**src/hdl/ahp_pkg.sv**
```systemverilog
// ahp_pkg: shared types and constants for the altitude-hold PID block.
// Holds the field widths, limits, register indexes and the controller/datapath
// command and status structs. No dependencies.
`timescale 1ns / 1ps
`default_nettype none

package ahp_pkg;

	// Field widths
	localparam int unsigned TARGET_W   = 16;
	localparam int unsigned GAIN_W     = 26;
	localparam int unsigned DIST_W     = 16;
	localparam int unsigned STICK_W    = 11;
	localparam int unsigned PERIOD_W   = 16;
	localparam int unsigned CORR_W     = 12;
	localparam int unsigned THR_W      = 11;

	// Stream and config port widths
	localparam int unsigned S_TDATA_W  = 48;
	localparam int unsigned M_TDATA_W  = 24;
	localparam int unsigned CFG_IDX_W  = 2;
	localparam int unsigned CFG_DATA_W = 26;

	// Internal arithmetic widths
	localparam int unsigned ERR_W      = 17;  // target - distance
	localparam int unsigned DIFF_W     = 18;  // err - prev_err
	localparam int unsigned SUM_W      = 32;  // saturating integral
	localparam int unsigned MUL_A_W    = 32;  // largest magnitude operand
	localparam int unsigned PROD_W     = MUL_A_W + GAIN_W;
	localparam int unsigned DVD_W      = 29;  // |diff| * 4000 < 2^29
	localparam int unsigned DVS_W      = 14;  // period <= 10000
	localparam int unsigned DIV_CNT_W  = $clog2(DVD_W);
	localparam int unsigned TERM_W     = 11;  // clamped term magnitude
	localparam int unsigned THR_SUM_W  = 13;  // stick + correction, signed

	// Constants
	localparam int unsigned PERIOD_MAX  = 10000;
	localparam int unsigned DERIV_SCALE = 4000;
	localparam int unsigned P_LIMIT     = 400;
	localparam int unsigned I_LIMIT     = 1000;
	localparam int unsigned D_LIMIT     = 500;
	localparam int unsigned THR_MIN     = 1000;
	localparam int unsigned THR_MAX     = 2000;

	// Register reset values
	localparam logic signed [TARGET_W-1:0] TARGET_RST = 16'sd500;
	localparam logic [GAIN_W-1:0] GAIN_P_RST = 26'd26214;
	localparam logic [GAIN_W-1:0] GAIN_I_RST = 26'd66;
	localparam logic [GAIN_W-1:0] GAIN_D_RST = 26'd3276800;

	// Register indexes
	localparam logic [CFG_IDX_W-1:0] REG_TARGET = 2'd0;
	localparam logic [CFG_IDX_W-1:0] REG_GAIN_P = 2'd1;
	localparam logic [CFG_IDX_W-1:0] REG_GAIN_I = 2'd2;
	localparam logic [CFG_IDX_W-1:0] REG_GAIN_D = 2'd3;

	typedef enum logic [3:0] {
		S_IDLE,
		S_CHECK,
		S_PREP,
		S_SCALE,
		S_DIV_START,
		S_DIV,
		S_MUL_I,
		S_MUL_D,
		S_ACC_D,
		S_OUT
	} ahp_state_t;

	typedef enum logic [1:0] {
		MUL_SCALE,
		MUL_P,
		MUL_I,
		MUL_D
	} ahp_mul_sel_t;

	typedef enum logic [1:0] {
		TERM_P,
		TERM_I,
		TERM_D
	} ahp_term_t;

	typedef struct packed {
		logic         load;       // latch input item
		logic         clear;      // disabled item: clear state, zero correction
		logic         calc_err;   // register target - distance
		logic         prep;       // integral and difference
		logic         mul_en;     // load the product register
		ahp_mul_sel_t mul_sel;
		logic         div_start;
		logic         acc_en;     // add a clamped term into the correction
		ahp_term_t    acc_sel;
		logic         commit;     // write back error_sum and prev_error
		logic         out_load;   // move result into the output register
	} ahp_cmd_t;

	typedef struct packed {
		logic period_ok;
		logic enable;
		logic div_busy;
		logic out_free;
	} ahp_status_t;

endpackage

`default_nettype wire

```
**src/hdl/ahp_div.sv**
```systemverilog
// ahp_div: restoring radix-2 unsigned divider, one quotient bit per cycle.
// Depends on ahp_pkg for the dividend/divisor widths.
`timescale 1ns / 1ps
`default_nettype none

module ahp_div (
	input  wire logic                        clk,
	input  wire logic                        arst_n,
	input  wire logic                        start,
	input  wire logic [ahp_pkg::DVD_W-1:0]   dividend,
	input  wire logic [ahp_pkg::DVS_W-1:0]   divisor,
	output logic                             busy,
	output logic [ahp_pkg::DVD_W-1:0]        quotient
);

	localparam int unsigned DVD_W = ahp_pkg::DVD_W;
	localparam int unsigned DVS_W = ahp_pkg::DVS_W;
	localparam int unsigned CNT_W = ahp_pkg::DIV_CNT_W;

	logic                busy_q;
	logic [CNT_W-1:0]    cnt_q;
	logic [DVS_W-1:0]    rem_q;
	logic [DVS_W-1:0]    dvs_q;
	logic [DVD_W-1:0]    quo_q;
	logic [DVS_W:0]      trial;
	logic                fits;
	logic [DVS_W:0]      trial_sub;

	// One restoring step: shift in next dividend bit, subtract if it fits
	always_comb begin
		trial     = {rem_q, quo_q[DVD_W-1]};
		fits      = trial >= {1'b0, dvs_q};
		trial_sub = trial - {1'b0, dvs_q};
	end

	// Step counter
	always_ff @(posedge clk or negedge arst_n) begin
		if (!arst_n) begin
			busy_q <= 1'b0;
			cnt_q  <= '0;
		end else if (start) begin
			busy_q <= 1'b1;
			cnt_q  <= '0;
		end else if (busy_q) begin
			if (cnt_q == CNT_W'(DVD_W - 1)) begin
				busy_q <= 1'b0;
			end
			cnt_q <= cnt_q + 1'b1;
		end
	end

	// Remainder and quotient shift register
	always_ff @(posedge clk) begin
		if (start) begin
			rem_q <= '0;
			dvs_q <= divisor;
			quo_q <= dividend;
		end else if (busy_q) begin
			rem_q <= fits ? trial_sub[DVS_W-1:0] : trial[DVS_W-1:0];
			quo_q <= {quo_q[DVD_W-2:0], fits};
		end
	end

	assign busy     = busy_q;
	assign quotient = quo_q;

	// Partial remainder never reaches the divisor while stepping
	ast_rem_below_divisor: assert property (@(posedge clk) disable iff (!arst_n)
		busy_q |-> (rem_q < dvs_q))
		else $error("divider remainder out of range");

endmodule

`default_nettype wire

```
**src/hdl/ahp_dp.sv**
```systemverilog
// ahp_dp: datapath of the altitude-hold PID: config registers, state, shared
// gain multiplier, term clamp/accumulate and output register.
// Depends on ahp_pkg and instantiates ahp_div.
`timescale 1ns / 1ps
`default_nettype none

module ahp_dp #(
	parameter int unsigned GAIN_FRAC_BITS = 16
) (
	input  wire logic                              clk,
	input  wire logic                              arst_n,
	// config writes
	input  wire logic                              cfg_valid,
	input  wire logic [ahp_pkg::CFG_IDX_W-1:0]     cfg_index,
	input  wire logic [ahp_pkg::CFG_DATA_W-1:0]    cfg_data,
	// input item fields
	input  wire logic [ahp_pkg::DIST_W-1:0]        in_distance,
	input  wire logic [ahp_pkg::STICK_W-1:0]       in_stick,
	input  wire logic [ahp_pkg::PERIOD_W-1:0]      in_period,
	input  wire logic                              in_enable,
	// controller link
	input  wire ahp_pkg::ahp_cmd_t                 cmd,
	output ahp_pkg::ahp_status_t                   status,
	// result side
	input  wire logic                              out_ready,
	output logic                                   out_valid,
	output logic [ahp_pkg::CORR_W-1:0]             out_correction,
	output logic [ahp_pkg::THR_W-1:0]              out_throttle
);

	localparam int unsigned ERR_W   = ahp_pkg::ERR_W;
	localparam int unsigned DIFF_W  = ahp_pkg::DIFF_W;
	localparam int unsigned SUM_W   = ahp_pkg::SUM_W;
	localparam int unsigned MUL_A_W = ahp_pkg::MUL_A_W;
	localparam int unsigned GAIN_W  = ahp_pkg::GAIN_W;
	localparam int unsigned PROD_W  = ahp_pkg::PROD_W;
	localparam int unsigned DVD_W   = ahp_pkg::DVD_W;
	localparam int unsigned DVS_W   = ahp_pkg::DVS_W;
	localparam int unsigned TERM_W  = ahp_pkg::TERM_W;
	localparam int unsigned CORR_W  = ahp_pkg::CORR_W;
	localparam int unsigned THR_W   = ahp_pkg::THR_W;
	localparam int unsigned TS_W    = ahp_pkg::THR_SUM_W;

	// Configuration registers
	logic signed [ahp_pkg::TARGET_W-1:0] target_q;
	logic [GAIN_W-1:0]                   gain_p_q;
	logic [GAIN_W-1:0]                   gain_i_q;
	logic [GAIN_W-1:0]                   gain_d_q;

	// Controller state carried across items
	logic signed [SUM_W-1:0]             error_sum_q;
	logic signed [ERR_W-1:0]             prev_err_q;

	// Latched input item
	logic signed [ahp_pkg::DIST_W-1:0]   dist_q;
	logic [ahp_pkg::STICK_W-1:0]         stick_q;
	logic [ahp_pkg::PERIOD_W-1:0]        period_q;
	logic                                enable_q;

	// Working registers
	logic signed [ERR_W-1:0]             err_q;
	logic signed [SUM_W-1:0]             sum_q;
	logic [DIFF_W-1:0]                   diff_mag_q;
	logic                                diff_neg_q;
	logic [PROD_W-1:0]                   product_q;
	logic signed [CORR_W-1:0]            corr_q;

	// Output register
	logic                                out_valid_q;
	logic [CORR_W-1:0]                   out_corr_q;
	logic [THR_W-1:0]                    out_thr_q;

	// Combinational signals
	logic signed [SUM_W:0]               sum_wide;
	logic signed [SUM_W-1:0]             sum_sat;
	logic signed [DIFF_W-1:0]            diff;
	logic [ERR_W-1:0]                    err_mag;
	logic [SUM_W-1:0]                    sum_mag;
	logic [MUL_A_W-1:0]                  mul_a;
	logic [GAIN_W-1:0]                   mul_b;
	logic [PROD_W-1:0]                   shifted;
	logic [TERM_W-1:0]                   limit;
	logic                                term_neg;
	logic [TERM_W-1:0]                   term_mag;
	logic signed [CORR_W-1:0]            term_pos;
	logic signed [CORR_W-1:0]            term;
	logic signed [TS_W-1:0]              thr_sum;
	logic [THR_W-1:0]                    thr_clamped;
	logic                                div_busy;
	logic [DVD_W-1:0]                    quotient;

	// Config register writes
	always_ff @(posedge clk or negedge arst_n) begin
		if (!arst_n) begin
			target_q <= ahp_pkg::TARGET_RST;
			gain_p_q <= ahp_pkg::GAIN_P_RST;
			gain_i_q <= ahp_pkg::GAIN_I_RST;
			gain_d_q <= ahp_pkg::GAIN_D_RST;
		end else if (cfg_valid) begin
			case (cfg_index)
				ahp_pkg::REG_TARGET: target_q <= cfg_data[ahp_pkg::TARGET_W-1:0];
				ahp_pkg::REG_GAIN_P: gain_p_q <= cfg_data[GAIN_W-1:0];
				ahp_pkg::REG_GAIN_I: gain_i_q <= cfg_data[GAIN_W-1:0];
				ahp_pkg::REG_GAIN_D: gain_d_q <= cfg_data[GAIN_W-1:0];
				default: ;
			endcase
		end
	end

	// Saturating integral and error difference
	always_comb begin
		sum_wide = {error_sum_q[SUM_W-1], error_sum_q}
			+ {{(SUM_W + 1 - ERR_W){err_q[ERR_W-1]}}, err_q};
		if (sum_wide[SUM_W] != sum_wide[SUM_W-1]) begin
			sum_sat = sum_wide[SUM_W] ? {1'b1, {(SUM_W-1){1'b0}}}
				: {1'b0, {(SUM_W-1){1'b1}}};
		end else begin
			sum_sat = sum_wide[SUM_W-1:0];
		end
		diff = {err_q[ERR_W-1], err_q} - {prev_err_q[ERR_W-1], prev_err_q};
		err_mag = err_q[ERR_W-1] ? ERR_W'(-err_q) : ERR_W'(err_q);
		sum_mag = sum_q[SUM_W-1] ? SUM_W'(-sum_q) : SUM_W'(sum_q);
	end

	// Shared multiplier operand select
	always_comb begin
		case (cmd.mul_sel)
			ahp_pkg::MUL_SCALE: begin
				mul_a = MUL_A_W'(diff_mag_q);
				mul_b = GAIN_W'(ahp_pkg::DERIV_SCALE);
			end
			ahp_pkg::MUL_P: begin
				mul_a = MUL_A_W'(err_mag);
				mul_b = gain_p_q;
			end
			ahp_pkg::MUL_I: begin
				mul_a = sum_mag;
				mul_b = gain_i_q;
			end
			ahp_pkg::MUL_D: begin
				mul_a = MUL_A_W'(quotient);
				mul_b = gain_d_q;
			end
			default: begin
				mul_a = '0;
				mul_b = '0;
			end
		endcase
	end

	// Scale, clamp and sign the term in the product register
	always_comb begin
		shifted = product_q >> GAIN_FRAC_BITS;
		case (cmd.acc_sel)
			ahp_pkg::TERM_P: begin
				limit    = TERM_W'(ahp_pkg::P_LIMIT);
				term_neg = err_q[ERR_W-1];
			end
			ahp_pkg::TERM_I: begin
				limit    = TERM_W'(ahp_pkg::I_LIMIT);
				term_neg = sum_q[SUM_W-1];
			end
			ahp_pkg::TERM_D: begin
				limit    = TERM_W'(ahp_pkg::D_LIMIT);
				term_neg = diff_neg_q;
			end
			default: begin
				limit    = '0;
				term_neg = 1'b0;
			end
		endcase
		term_mag = (shifted > PROD_W'(limit)) ? limit : shifted[TERM_W-1:0];
		term_pos = {1'b0, term_mag};
		term     = term_neg ? -term_pos : term_pos;
	end

	// Throttle plus correction, clamped
	always_comb begin
		thr_sum = $signed({{(TS_W - THR_W){1'b0}}, stick_q})
			+ {{(TS_W - CORR_W){corr_q[CORR_W-1]}}, corr_q};
		if (thr_sum < $signed(TS_W'(ahp_pkg::THR_MIN))) begin
			thr_clamped = THR_W'(ahp_pkg::THR_MIN);
		end else if (thr_sum > $signed(TS_W'(ahp_pkg::THR_MAX))) begin
			thr_clamped = THR_W'(ahp_pkg::THR_MAX);
		end else begin
			thr_clamped = thr_sum[THR_W-1:0];
		end
	end

	// Item state: integral and last error
	always_ff @(posedge clk or negedge arst_n) begin
		if (!arst_n) begin
			error_sum_q <= '0;
			prev_err_q  <= '0;
		end else if (cmd.clear) begin
			error_sum_q <= '0;
			prev_err_q  <= '0;
		end else if (cmd.commit) begin
			error_sum_q <= sum_q;
			prev_err_q  <= err_q;
		end
	end

	// Input latch and working registers
	always_ff @(posedge clk) begin
		if (cmd.load) begin
			dist_q   <= in_distance;
			stick_q  <= in_stick;
			period_q <= in_period;
			enable_q <= in_enable;
		end
		if (cmd.calc_err) begin
			err_q <= {target_q[ahp_pkg::TARGET_W-1], target_q}
				- {dist_q[ahp_pkg::DIST_W-1], dist_q};
		end
		if (cmd.prep) begin
			sum_q      <= sum_sat;
			diff_neg_q <= diff[DIFF_W-1];
			diff_mag_q <= diff[DIFF_W-1] ? DIFF_W'(-diff) : DIFF_W'(diff);
		end
		if (cmd.mul_en) begin
			product_q <= mul_a * mul_b;
		end
		if (cmd.clear || cmd.prep) begin
			corr_q <= '0;
		end else if (cmd.acc_en) begin
			corr_q <= corr_q + term;
		end
	end

	// Derivative divider: |diff| * 4000 / period
	ahp_div u_div (
		.clk      (clk),
		.arst_n   (arst_n),
		.start    (cmd.div_start),
		.dividend (product_q[DVD_W-1:0]),
		.divisor  (period_q[DVS_W-1:0]),
		.busy     (div_busy),
		.quotient (quotient)
	);

	// Output register
	always_ff @(posedge clk or negedge arst_n) begin
		if (!arst_n) begin
			out_valid_q <= 1'b0;
		end else if (cmd.out_load) begin
			out_valid_q <= 1'b1;
		end else if (out_ready) begin
			out_valid_q <= 1'b0;
		end
	end

	always_ff @(posedge clk) begin
		if (cmd.out_load) begin
			out_corr_q <= corr_q;
			out_thr_q  <= thr_clamped;
		end
	end

	// Status to controller
	always_comb begin
		status.period_ok = (period_q != '0)
			&& (period_q <= ahp_pkg::PERIOD_W'(ahp_pkg::PERIOD_MAX));
		status.enable    = enable_q;
		status.div_busy  = div_busy;
		status.out_free  = !out_valid_q || out_ready;
	end

	assign out_valid      = out_valid_q;
	assign out_correction = out_corr_q;
	assign out_throttle   = out_thr_q;

	// Correction stays within the sum of the three term limits
	ast_corr_range: assert property (@(posedge clk) disable iff (!arst_n)
		out_valid_q |-> ($signed(out_corr_q) >= -12'sd1900)
			&& ($signed(out_corr_q) <= 12'sd1900))
		else $error("correction out of range");

	// Throttle output always inside the clamp window
	ast_thr_range: assert property (@(posedge clk) disable iff (!arst_n)
		out_valid_q |-> (out_thr_q >= THR_W'(ahp_pkg::THR_MIN))
			&& (out_thr_q <= THR_W'(ahp_pkg::THR_MAX)))
		else $error("throttle out of range");

endmodule

`default_nettype wire

```
**src/hdl/ahp_ctrl.sv**
```systemverilog
// ahp_ctrl: sequencer of the altitude-hold PID; issues datapath commands
// step by step for each item. Depends on ahp_pkg.
`timescale 1ns / 1ps
`default_nettype none

module ahp_ctrl (
	input  wire logic                  clk,
	input  wire logic                  arst_n,
	input  wire logic                  in_valid,
	output logic                       in_ready,
	input  wire ahp_pkg::ahp_status_t  status,
	output ahp_pkg::ahp_cmd_t          cmd
);

	ahp_pkg::ahp_state_t state_q;
	ahp_pkg::ahp_state_t state_d;

	// State register
	always_ff @(posedge clk or negedge arst_n) begin
		if (!arst_n) begin
			state_q <= ahp_pkg::S_IDLE;
		end else begin
			state_q <= state_d;
		end
	end

	// Next state and commands
	always_comb begin
		state_d  = state_q;
		cmd      = '0;
		in_ready = 1'b0;
		case (state_q)
			ahp_pkg::S_IDLE: begin
				in_ready = 1'b1;
				if (in_valid) begin
					cmd.load = 1'b1;
					state_d  = ahp_pkg::S_CHECK;
				end
			end
			ahp_pkg::S_CHECK: begin
				if (!status.period_ok) begin
					state_d = ahp_pkg::S_IDLE;
				end else if (!status.enable) begin
					cmd.clear = 1'b1;
					state_d   = ahp_pkg::S_OUT;
				end else begin
					cmd.calc_err = 1'b1;
					state_d      = ahp_pkg::S_PREP;
				end
			end
			ahp_pkg::S_PREP: begin
				cmd.prep = 1'b1;
				state_d  = ahp_pkg::S_SCALE;
			end
			ahp_pkg::S_SCALE: begin
				cmd.mul_en  = 1'b1;
				cmd.mul_sel = ahp_pkg::MUL_SCALE;
				state_d     = ahp_pkg::S_DIV_START;
			end
			ahp_pkg::S_DIV_START: begin
				cmd.div_start = 1'b1;
				state_d       = ahp_pkg::S_DIV;
			end
			ahp_pkg::S_DIV: begin
				// P product starts as soon as the quotient is final
				if (!status.div_busy) begin
					cmd.mul_en  = 1'b1;
					cmd.mul_sel = ahp_pkg::MUL_P;
					state_d     = ahp_pkg::S_MUL_I;
				end
			end
			ahp_pkg::S_MUL_I: begin
				cmd.mul_en  = 1'b1;
				cmd.mul_sel = ahp_pkg::MUL_I;
				cmd.acc_en  = 1'b1;
				cmd.acc_sel = ahp_pkg::TERM_P;
				state_d     = ahp_pkg::S_MUL_D;
			end
			ahp_pkg::S_MUL_D: begin
				cmd.mul_en  = 1'b1;
				cmd.mul_sel = ahp_pkg::MUL_D;
				cmd.acc_en  = 1'b1;
				cmd.acc_sel = ahp_pkg::TERM_I;
				state_d     = ahp_pkg::S_ACC_D;
			end
			ahp_pkg::S_ACC_D: begin
				cmd.acc_en  = 1'b1;
				cmd.acc_sel = ahp_pkg::TERM_D;
				cmd.commit  = 1'b1;
				state_d     = ahp_pkg::S_OUT;
			end
			ahp_pkg::S_OUT: begin
				if (status.out_free) begin
					cmd.out_load = 1'b1;
					state_d      = ahp_pkg::S_IDLE;
				end
			end
			default: begin
				state_d = ahp_pkg::S_IDLE;
			end
		endcase
	end

	// A new item never lands on a running division
	ast_accept_div_idle: assert property (@(posedge clk) disable iff (!arst_n)
		(in_valid && in_ready) |-> !status.div_busy)
		else $error("item accepted while divider busy");

	// Divider is only started once the scaled difference is in the product register
	ast_div_after_scale: assert property (@(posedge clk) disable iff (!arst_n)
		cmd.div_start |-> $past(cmd.mul_en) && ($past(cmd.mul_sel) == ahp_pkg::MUL_SCALE))
		else $error("divider started without scaled dividend");

	// A result is only loaded when the output register can take it
	ast_out_load_free: assert property (@(posedge clk) disable iff (!arst_n)
		cmd.out_load |-> status.out_free && !status.div_busy)
		else $error("result loaded into busy output register");

endmodule

`default_nettype wire

```
**src/hdl/altitude_hold_pid.sv**
```systemverilog
// altitude_hold_pid: top level of the altitude-hold PID controller.
// Depends on ahp_pkg; instantiates ahp_ctrl and ahp_dp (which holds ahp_div).
//
// Altitude-hold PID with per-term clamping. Each input item carries distance,
// throttle, loop period and an enable flag; it yields one result (correction
// and clamped throttle), or none when the period is 0 or above 10000. The
// block handles one item at a time; an enabled item's time from accept to the
// next possible accept is set mostly by the 29-step bit-serial divider for
// the derivative, plus the shared 32x26 gain multiplier used four times in
// turn. A disabled item skips the arithmetic; one with a bad period is dropped.
// The finished result waits in an output register, so the next
// item is accepted while the previous result is still held on the output.
// Configuration writes are always accepted and must only happen while idle.
`timescale 1ns / 1ps
`default_nettype none

module altitude_hold_pid #(
	parameter int unsigned GAIN_FRAC_BITS = 16
) (
	input  wire logic                               clk,
	input  wire logic                               arst_n,
	// input items
	input  wire logic                               s_axis_tvalid,
	output logic                                    s_axis_tready,
	// [15:0] distance_mm, [26:16] stick_throttle, [42:27] period_us, [47:43] zero
	input  wire logic [ahp_pkg::S_TDATA_W-1:0]      s_axis_tdata,
	// [0] hold_enable
	input  wire logic                               s_axis_tuser,
	// result items
	output logic                                    m_axis_tvalid,
	input  wire logic                               m_axis_tready,
	// [11:0] correction, [22:12] throttle_out, [23] zero
	output logic [ahp_pkg::M_TDATA_W-1:0]           m_axis_tdata,
	// configuration writes
	input  wire logic                               cfg_valid,
	output logic                                    cfg_ready,
	input  wire logic [ahp_pkg::CFG_IDX_W-1:0]      cfg_index,
	input  wire logic [ahp_pkg::CFG_DATA_W-1:0]     cfg_data
);

	localparam int unsigned DIST_LO   = 0;
	localparam int unsigned STICK_LO  = DIST_LO + ahp_pkg::DIST_W;
	localparam int unsigned PERIOD_LO = STICK_LO + ahp_pkg::STICK_W;
	localparam int unsigned OUT_PAD_W = ahp_pkg::M_TDATA_W - ahp_pkg::CORR_W - ahp_pkg::THR_W;

	ahp_pkg::ahp_cmd_t              cmd;
	ahp_pkg::ahp_status_t           status;
	logic [ahp_pkg::CORR_W-1:0]     correction;
	logic [ahp_pkg::THR_W-1:0]      throttle_out;

	assign cfg_ready = 1'b1;

	// Sequencer
	ahp_ctrl u_ctrl (
		.clk      (clk),
		.arst_n   (arst_n),
		.in_valid (s_axis_tvalid),
		.in_ready (s_axis_tready),
		.status   (status),
		.cmd      (cmd)
	);

	// Datapath
	ahp_dp #(
		.GAIN_FRAC_BITS (GAIN_FRAC_BITS)
	) u_dp (
		.clk            (clk),
		.arst_n         (arst_n),
		.cfg_valid      (cfg_valid),
		.cfg_index      (cfg_index),
		.cfg_data       (cfg_data),
		.in_distance    (s_axis_tdata[DIST_LO +: ahp_pkg::DIST_W]),
		.in_stick       (s_axis_tdata[STICK_LO +: ahp_pkg::STICK_W]),
		.in_period      (s_axis_tdata[PERIOD_LO +: ahp_pkg::PERIOD_W]),
		.in_enable      (s_axis_tuser),
		.cmd            (cmd),
		.status         (status),
		.out_ready      (m_axis_tready),
		.out_valid      (m_axis_tvalid),
		.out_correction (correction),
		.out_throttle   (throttle_out)
	);

	assign m_axis_tdata = {{OUT_PAD_W{1'b0}}, throttle_out, correction};

endmodule

`default_nettype wire
```
**config.mk**
```make
export PLATFORM = sky130hd
export DESIGN_NAME = altitude_hold_pid
export DESIGN_NICKNAME = d
export VERILOG_FILES = /design/src/hdl/ahp_pkg.sv /design/src/hdl/ahp_div.sv /design/src/hdl/ahp_dp.sv /design/src/hdl/ahp_ctrl.sv /design/src/hdl/altitude_hold_pid.sv
export SDC_FILE = /design/constraint.sdc
export NUM_CORES = 2
export LEC_CHECK = 0
export ABC_AREA = 1
export BUFFER_PORTS_ARGS = -buffer_cell sky130_fd_sc_hd__buf_2
export CAP_MARGIN = 20
export CORE_MARGIN = 3
export CORE_UTILIZATION = 45
export DETAILED_ROUTE_END_ITERATION = 10
export SLEW_MARGIN = 20
export SYNTH_ARGS = -nofsm -noshare
export SYNTH_HDL_FRONTEND = slang
export SYNTH_SLANG_ARGS = --single-unit
```
**constraint.sdc**
```tcl
create_clock -name clk -period 14.41 [get_ports clk]
set_input_delay 2.882 -clock clk [delete_from_list [all_inputs] [get_ports clk]]
set_output_delay 2.882 -clock clk [all_outputs]
set_load 0.02 [all_outputs]
```
Word level (Yosys, flattened, before mapping)
Index checks and enable logic that the tools add are counted.
{ "word_totals": {"ff_bits": 416, "inputBits": 82, "word_cells": 131} }
{ "op_classes": {"n_addsub": 11, "n_mul": 1, "n_lt_le_gt_ge": 5, "n_eq_ne": 22, "n_mux": 47, "n_reduce_logical": 18} }
{ "ops": {"columns": ["cell", "n"], "rows": [
  ["$mux 32", 5],
  ["$pmux 32 s4", 1],
  ["$pmux 26 s4", 1],
  ["$mux 17", 4],
  ["$mul 32x26->58", 1],
  ["$mux 29", 2],
  ["$gt 42x10->1", 1],
  ["$pmux 4 s10", 1],
  ["$add 32x17->33", 1],
  ["$neg 32->32", 1],
  ["$pmux 10 s3", 1],
  ["$mux 11", 2],
  ["$mux 4", 5],
  ["$neg 18->18", 1],
  ["$sub 17x17->18", 1],
  ["$neg 17->17", 1],
  ["$sub 16x16->17", 1],
  ["$eq 4x3->1 const B", 4],
  ["$le 16x14->1 const B", 1],
  ["$reduce_bool 16->1", 1],
  ["$ge 15x14->1", 1],
  ["$mux 1", 15],
  ["$mux 14", 1],
  ["$sub 14x14->14", 1],
  ["other kinds (30)", 50]
]} }

Logic depth before layout (Yosys ltp)
{ "depth": {"depth_word": 9, "mapped_depth": 43, "mapped_depth_nobuf": 42} }

Hierarchy
A second synthesis with hierarchy kept.
{ "unflattened": {"cells_unflattened": 6169, "hier_area_um2": 50716.1} }
{ "modules_own_cells": {"columns": ["mod", "instances", "cells_per_inst", "area_each_um2", "seq_area_each_um2"], "rows": [
  ["ahp_dp", 1, 5659, 46764.9, 9663.0],
  ["ahp_div", 1, 443, 3572.2, 1721.7],
  ["ahp_ctrl", 1, 63, 356.6, 100.1],
  ["altitude_hold_pid", 1, 4, 22.5, 0.0]
]} }

Worst setup path after synthesis
Ideal clock, no wire load.
{ "synth_timing": {"path_type": "register to register", "startpoint": "register u_dp.err_q[1]", "endpoint": "register u_dp.product_q[55], data pin", "setup_ns": 0.259, "t_arrival_ns": 7.521, "required_ns": 14.151, "slack_ns": 6.630, "path_stages_with_launch": 38, "path_buffers": 1, "period_less_slack_ns": 7.780, "cell_sequence": "edfxtp_1 > inv_1 > ha_1 > nand3_1 > nor2_1 > nand3_1 > nor3_2 > nand3_1 > o21ai_0 > nor2_1 > o211ai_1 > nand2_1 > buf_2 > nor2_1 > fa_1 > fa_1 > inv_1 > fa_1 > [2 not listed] > inv_1 > fa_1 > inv_1 > fa_1 > inv_1 > fa_1 > inv_1 > ha_1 > nand2_1 > nor2_1 > inv_1 > nor2_1 > nand4_1 > nand3_1 > a21boi_0 > o211ai_1 > a21oi_1 > xnor2_1"} }
{ "synth_via": {"elab_chain_cells": 4} }
{ "synth_rtl": {"columns": ["item", "line", "source"], "rows": [
  ["start: declaration", "ahp_dp.sv:61", "logic signed [ERR_W-1:0] err_q;"],
  ["start signal: assignment", "ahp_dp.sv:213", "err_q <= {target_q[ahp_pkg::TARGET_W-1], target_q}"],
  ["$neg 17->17", "ahp_dp.sv:121", "err_mag = err_q[ERR_W-1] ? ERR_W'(-err_q) : ERR_W'(err_q);"],
  ["$mux 17 *", "ahp_dp.sv:121", null],
  ["$pmux 32 s4 *", "ahp_dp.sv:127", "case (cmd.mul_sel)"],
  ["$mul 32x26->58 *", "ahp_dp.sv:222", "product_q <= mul_a * mul_b;"],
  ["end signal: assignment", "ahp_dp.sv:222", null],
  ["end: declaration", "ahp_dp.sv:65", "logic [PROD_W-1:0] product_q;"]
]} }
Every way passes the cells marked *; elsewhere a longest branch is shown, timed or not.
A chain may end at the register's enable or synchronous reset.

Worst setup path in the final report
{ "layout_timing": {"startpoint": "register u_ctrl.state_q[2]", "endpoint": "register u_dp.product_q[51], data pin"} }
{ "layout_via": {"elab_chain_cells": 5, "word_cells_on_any_way": 12, "cone_classes": "mul (1); eq/ne (7); mux (3); reduce/logical (1)"} }
{ "layout_rtl": {"columns": ["item", "line", "source"], "rows": [
  ["start: declaration", "ahp_ctrl.sv:15", "ahp_pkg::ahp_state_t state_q;"],
  ["start signal: assignment", "ahp_ctrl.sv:21", "state_q <= ahp_pkg::S_IDLE;"],
  ["start signal: assignment", "ahp_ctrl.sv:23", "state_q <= state_d;"],
  ["$eq 4x3->1 / $eq 4x2->1 (equally long branches)", "ahp_ctrl.sv:32", "case (state_q)"],
  ["$pmux 3 s4 *", "ahp_ctrl.sv:32", null],
  ["$eq 2x2->1 (tied with other cells)", "ahp_dp.sv:127", null],
  ["$pmux 32 s4 / $pmux 26 s4 (equally long branches)", "ahp_dp.sv:127", null],
  ["$mul 32x26->58 *", "ahp_dp.sv:222", null]
]} }
Marks and branches as above.

==> impl_metrics.csv <==
group,metric,value,unit
detailed_routing,vias_per_cell,5.287,
cts,clock-root-buffer,"clkbuf_16",
cts,post_cts_buffers,0,
timing,fin_crit_sh,75.17,%
floorplanning,die_area,0.1143,mm2
setup_path,slowest_stage,"nor2_1",
cells_and_area,fin_nets,6962,
floorplanning,fp.dieH,338.0,um
detailed_routing,vias,38900,
cells_and_area,area.sequential,0.01148,mm2
synth,synth_flop_cell,"edfxtp_1",
cells_and_area,multi_input_area,0.03253,mm2
setup_path,critPathMaxStageDelay,0.95,ns
setup_path,path_max_fanout,35,
timing,totalNegativeSetupSlack,0,ns
synth,synthMuxAreaShare,0,%
timing,final-setup-viol-count,0,
floorplanning,initial_core_util,45.44,%
synth,ys_top_cells_by_area,"fa_1 29%, edfxtp_1 14%, inv_1 9.2%, nand2_1 8.2%, ha_1 8.0%",
synth,synth_xor_area_share,2.896,%
cells_and_area,areaGrowthSynthToFinish,7.030,%
cts,clk_pin_slew_worst_paths,0.06,ns
cells_and_area,n_fill_cell,10650,
global_route,grt_pass1_wl,232800,um
synth,synth.avg_cell_area,8.479,um2
timing,hold_viol_final,0,
floorplanning,coreArea,0.1092,mm2
cts,hold_buffers,0,
synth,synthSimpleGateAreaFrac,16.98,%
synth,yosysWarnings,0,
cts,tritoncts,"built",
placed_design,place.gp.congestion,0.9590,
setup_path,critical_path_class,"flop to flop",
synth,synth.most_common_cell,"inv_1",
synth,netlist_area,0.04960,mm2
setup_path,end_kind,"flop",
timing,worstMarginPinSlew,1.164,ns
setup_path,cp.required,14.85,ns
synth,yosysUniqueCellTypes,68,
placed_design,dp_hpwl,113100,um
synth,synth_fp_nets,6973,
floorplanning,io_pins,109,
timing,final-max-slew-violation-count,0,
timing,fmaxAchievable,92.32,MHz
timing,finClkSkew,0.04423,ns
synth,synth-compound-area-share,8.349,%
detailed_routing,wl,149400,um
detailed_routing,dr.pass1.iters,6,
setup_path,worst_setup_path_start_kind,"flop",
placed_design,dpl_cell_area,0.05144,mm2
job,cap_violations,0,
synth,yosys.area.top_type_share,29.22,%
global_route,grt_pass1_vias,39750,
synth,synth_fa_ha_area_share,37.22,%
synth,yosysTopAreaCell,"fa_1",
hold_path,hp-class,"flop to flop",
detailed_routing,ant_nets,0,
setup_path,critPathArrivalTime,11.27,ns
global_route,antenna_found_initial,4,
global_route,grt_util_all_layers,26.74,%
cells_and_area,drive_above_1_share,6.227,%
synth,synth_seq_area_share,23.15,%
synth,ys_top_cells_by_count,"1,212 x inv_1, 1,082 x nand2_1, 724 x fa_1",
run_status,status,"finished, final reports clean",
synth,synth_cells,5850,
timing,rsz0062_at_grt,"false",
cts,h-tree-depth,2,
cells_and_area,postLayoutCellArea,0.05309,mm2
cts,cts.path.max_buffers,3,
synth,ys_ff_latch,416,
placed_design,port_buffers,101,
synth,synth_top_family_by_area,"adder cells",
floorplanning,die_w,338.0,um
global_route,grt_max_degree,87,
cts,post_cts_resize_count,0,
detailed_routing,wire_per_inst,20.31,um
global_route,grt.overflow.total,0,
synth,async_flop_share,37.02,%
cts,cts_buffers,48,
floorplanning,row_count,121,
setup_path,cp_common_cell,"inv_1",
detailed_routing,drt-initial-drc-count,3391,
cts,cts_sinks,416,
detailed_routing,drc_errors,0,
timing,maxSlewHeadroom,22.18,%
timing,finalCriticalPeriod,10.83,ns
synth,synth-edff-count,236,
cts,insertion_delay,0.63,ns
-- routing by layer --
layer	part of all wire, %	up-vias	GRT usage (%)
li1	-	17960	-
met1	42	19030	36.77
met2	44	1651	41.55
met3	10	260	7.055
met4	3.4	0	8.078
met5	0	-	0
-- registers in the layout (all words and copies together) (netlist names), 14 cells and up --
name	flops
u_dp.prev_err_q	17
u_dp.gain_p_q	26
u_dp.err_q	17
u_dp.gain_i_q	26
u_dp.target_q	16
u_dp.error_sum_q	32
u_dp.dist_q	16
u_dp.period_q	16
u_dp.diff_mag_q	18
u_dp.product_q	58
u_dp.u_div.rem_q	14
u_dp.u_div.dvs_q	14
u_dp.sum_q	32
u_dp.gain_d_q	26
u_dp.u_div.quotient	29
-- worst paths after layout --
check                                  startpoint                    to  slack (ns)  cells after the start
min in group asynchronous                  arst_n     u_dp.target_q[15]        2.33                      1
max in group asynchronous                  arst_n     u_dp.gain_p_q[19]       10.62                      2
worst max-delay path            u_ctrl.state_q[2]    u_dp.product_q[51]        3.58                     35
worst max register to register  u_ctrl.state_q[2]    u_dp.product_q[51]        3.58                     35
worst min-delay path            u_dp.period_q[12]  u_dp.u_div.dvs_q[12]        0.44                      0
worst min register to register  u_dp.period_q[12]  u_dp.u_div.dvs_q[12]        0.44                      0
-- critical path: cells and delay by family (launching register included) --
kind	cells	cell delay (ns)
adder cells (fa/ha/maj)	8	3.83
AND/OR/NAND/NOR	12	3.24
buffers and inverters	12	2.13
AO/OA/AOI/OAI	2	0.82
flip-flops	1	0.40
XOR/XNOR	1	0.19
-- stage by stage --
step / hold slack (ns) / setup slack [ns] / utilization [%] / instances
finish: 0.4433 / 3.578 / 48.64 / 7357
global route: 0.4643 / 3.003 / 48.63 / 7354
CTS: 0.4475 / 3.583 / 48.62 / 7353
detailed placement: 0.4353 / 3.661 / 47.13 / 7264
global placement: 0.4240 / 3.745 / 47.12 / 7264
floorplan: 0.4174 / 6.630 / - / 5850
-- cell type report --
| type | count | share of cell area (%) |
|---|---|---|
| Antenna cell | 3 | 0.01414 |
| Clock inverter | 25 | 0.5515 |
| Timing Repair Buffer | 158 | 1.770 |
| Inverter | 1239 | 8.760 |
| Sequential cell | 416 | 21.63 |
| Multi-Input combinational cell | 3976 | 61.27 |
| Tap cell | 1476 | 3.479 |
| Clock buffer | 64 | 2.526 |
-- kinds of logic (layout without fill, tap and decap cells) --
kind of cell / after synthesis / in the layout
AND/OR/NAND/NOR: 2052 / 2052
buffers and inverters: 1458 / 1486
adder cells (fa/ha/maj): 1041 / 1041
AO/OA/AOI/OAI: 717 / 717
flip-flops: 416 / 416
XOR/XNOR: 164 / 164
other: 2 / 5
-- placed cells by master (no fill, tap or decap), types with 35 or more instances in the layout --
| cell type | instances |
|---|---|
| nand2_1 | 1080 |
| dfrtp_1 | 135 |
| nor3_1 | 39 |
| inv_1 | 1207 |
| ha_1 | 317 |
| edfxtp_1 | 236 |
| clkbuf_16 | 48 |
| a22oi_1 | 70 |
| buf_2 | 100 |
| buf_4 | 57 |
| xnor2_1 | 60 |
| fa_1 | 724 |
| nand4_1 | 37 |
| a21oi_1 | 254 |
| nor2_1 | 643 |
| xor2_1 | 104 |
| o21ai_0 | 235 |
| nand3_1 | 125 |
| and2_1 | 35 |
Power is not shown: default switching activity piles up to over one toggle a cycle in this logic, so the estimate is an artifact.
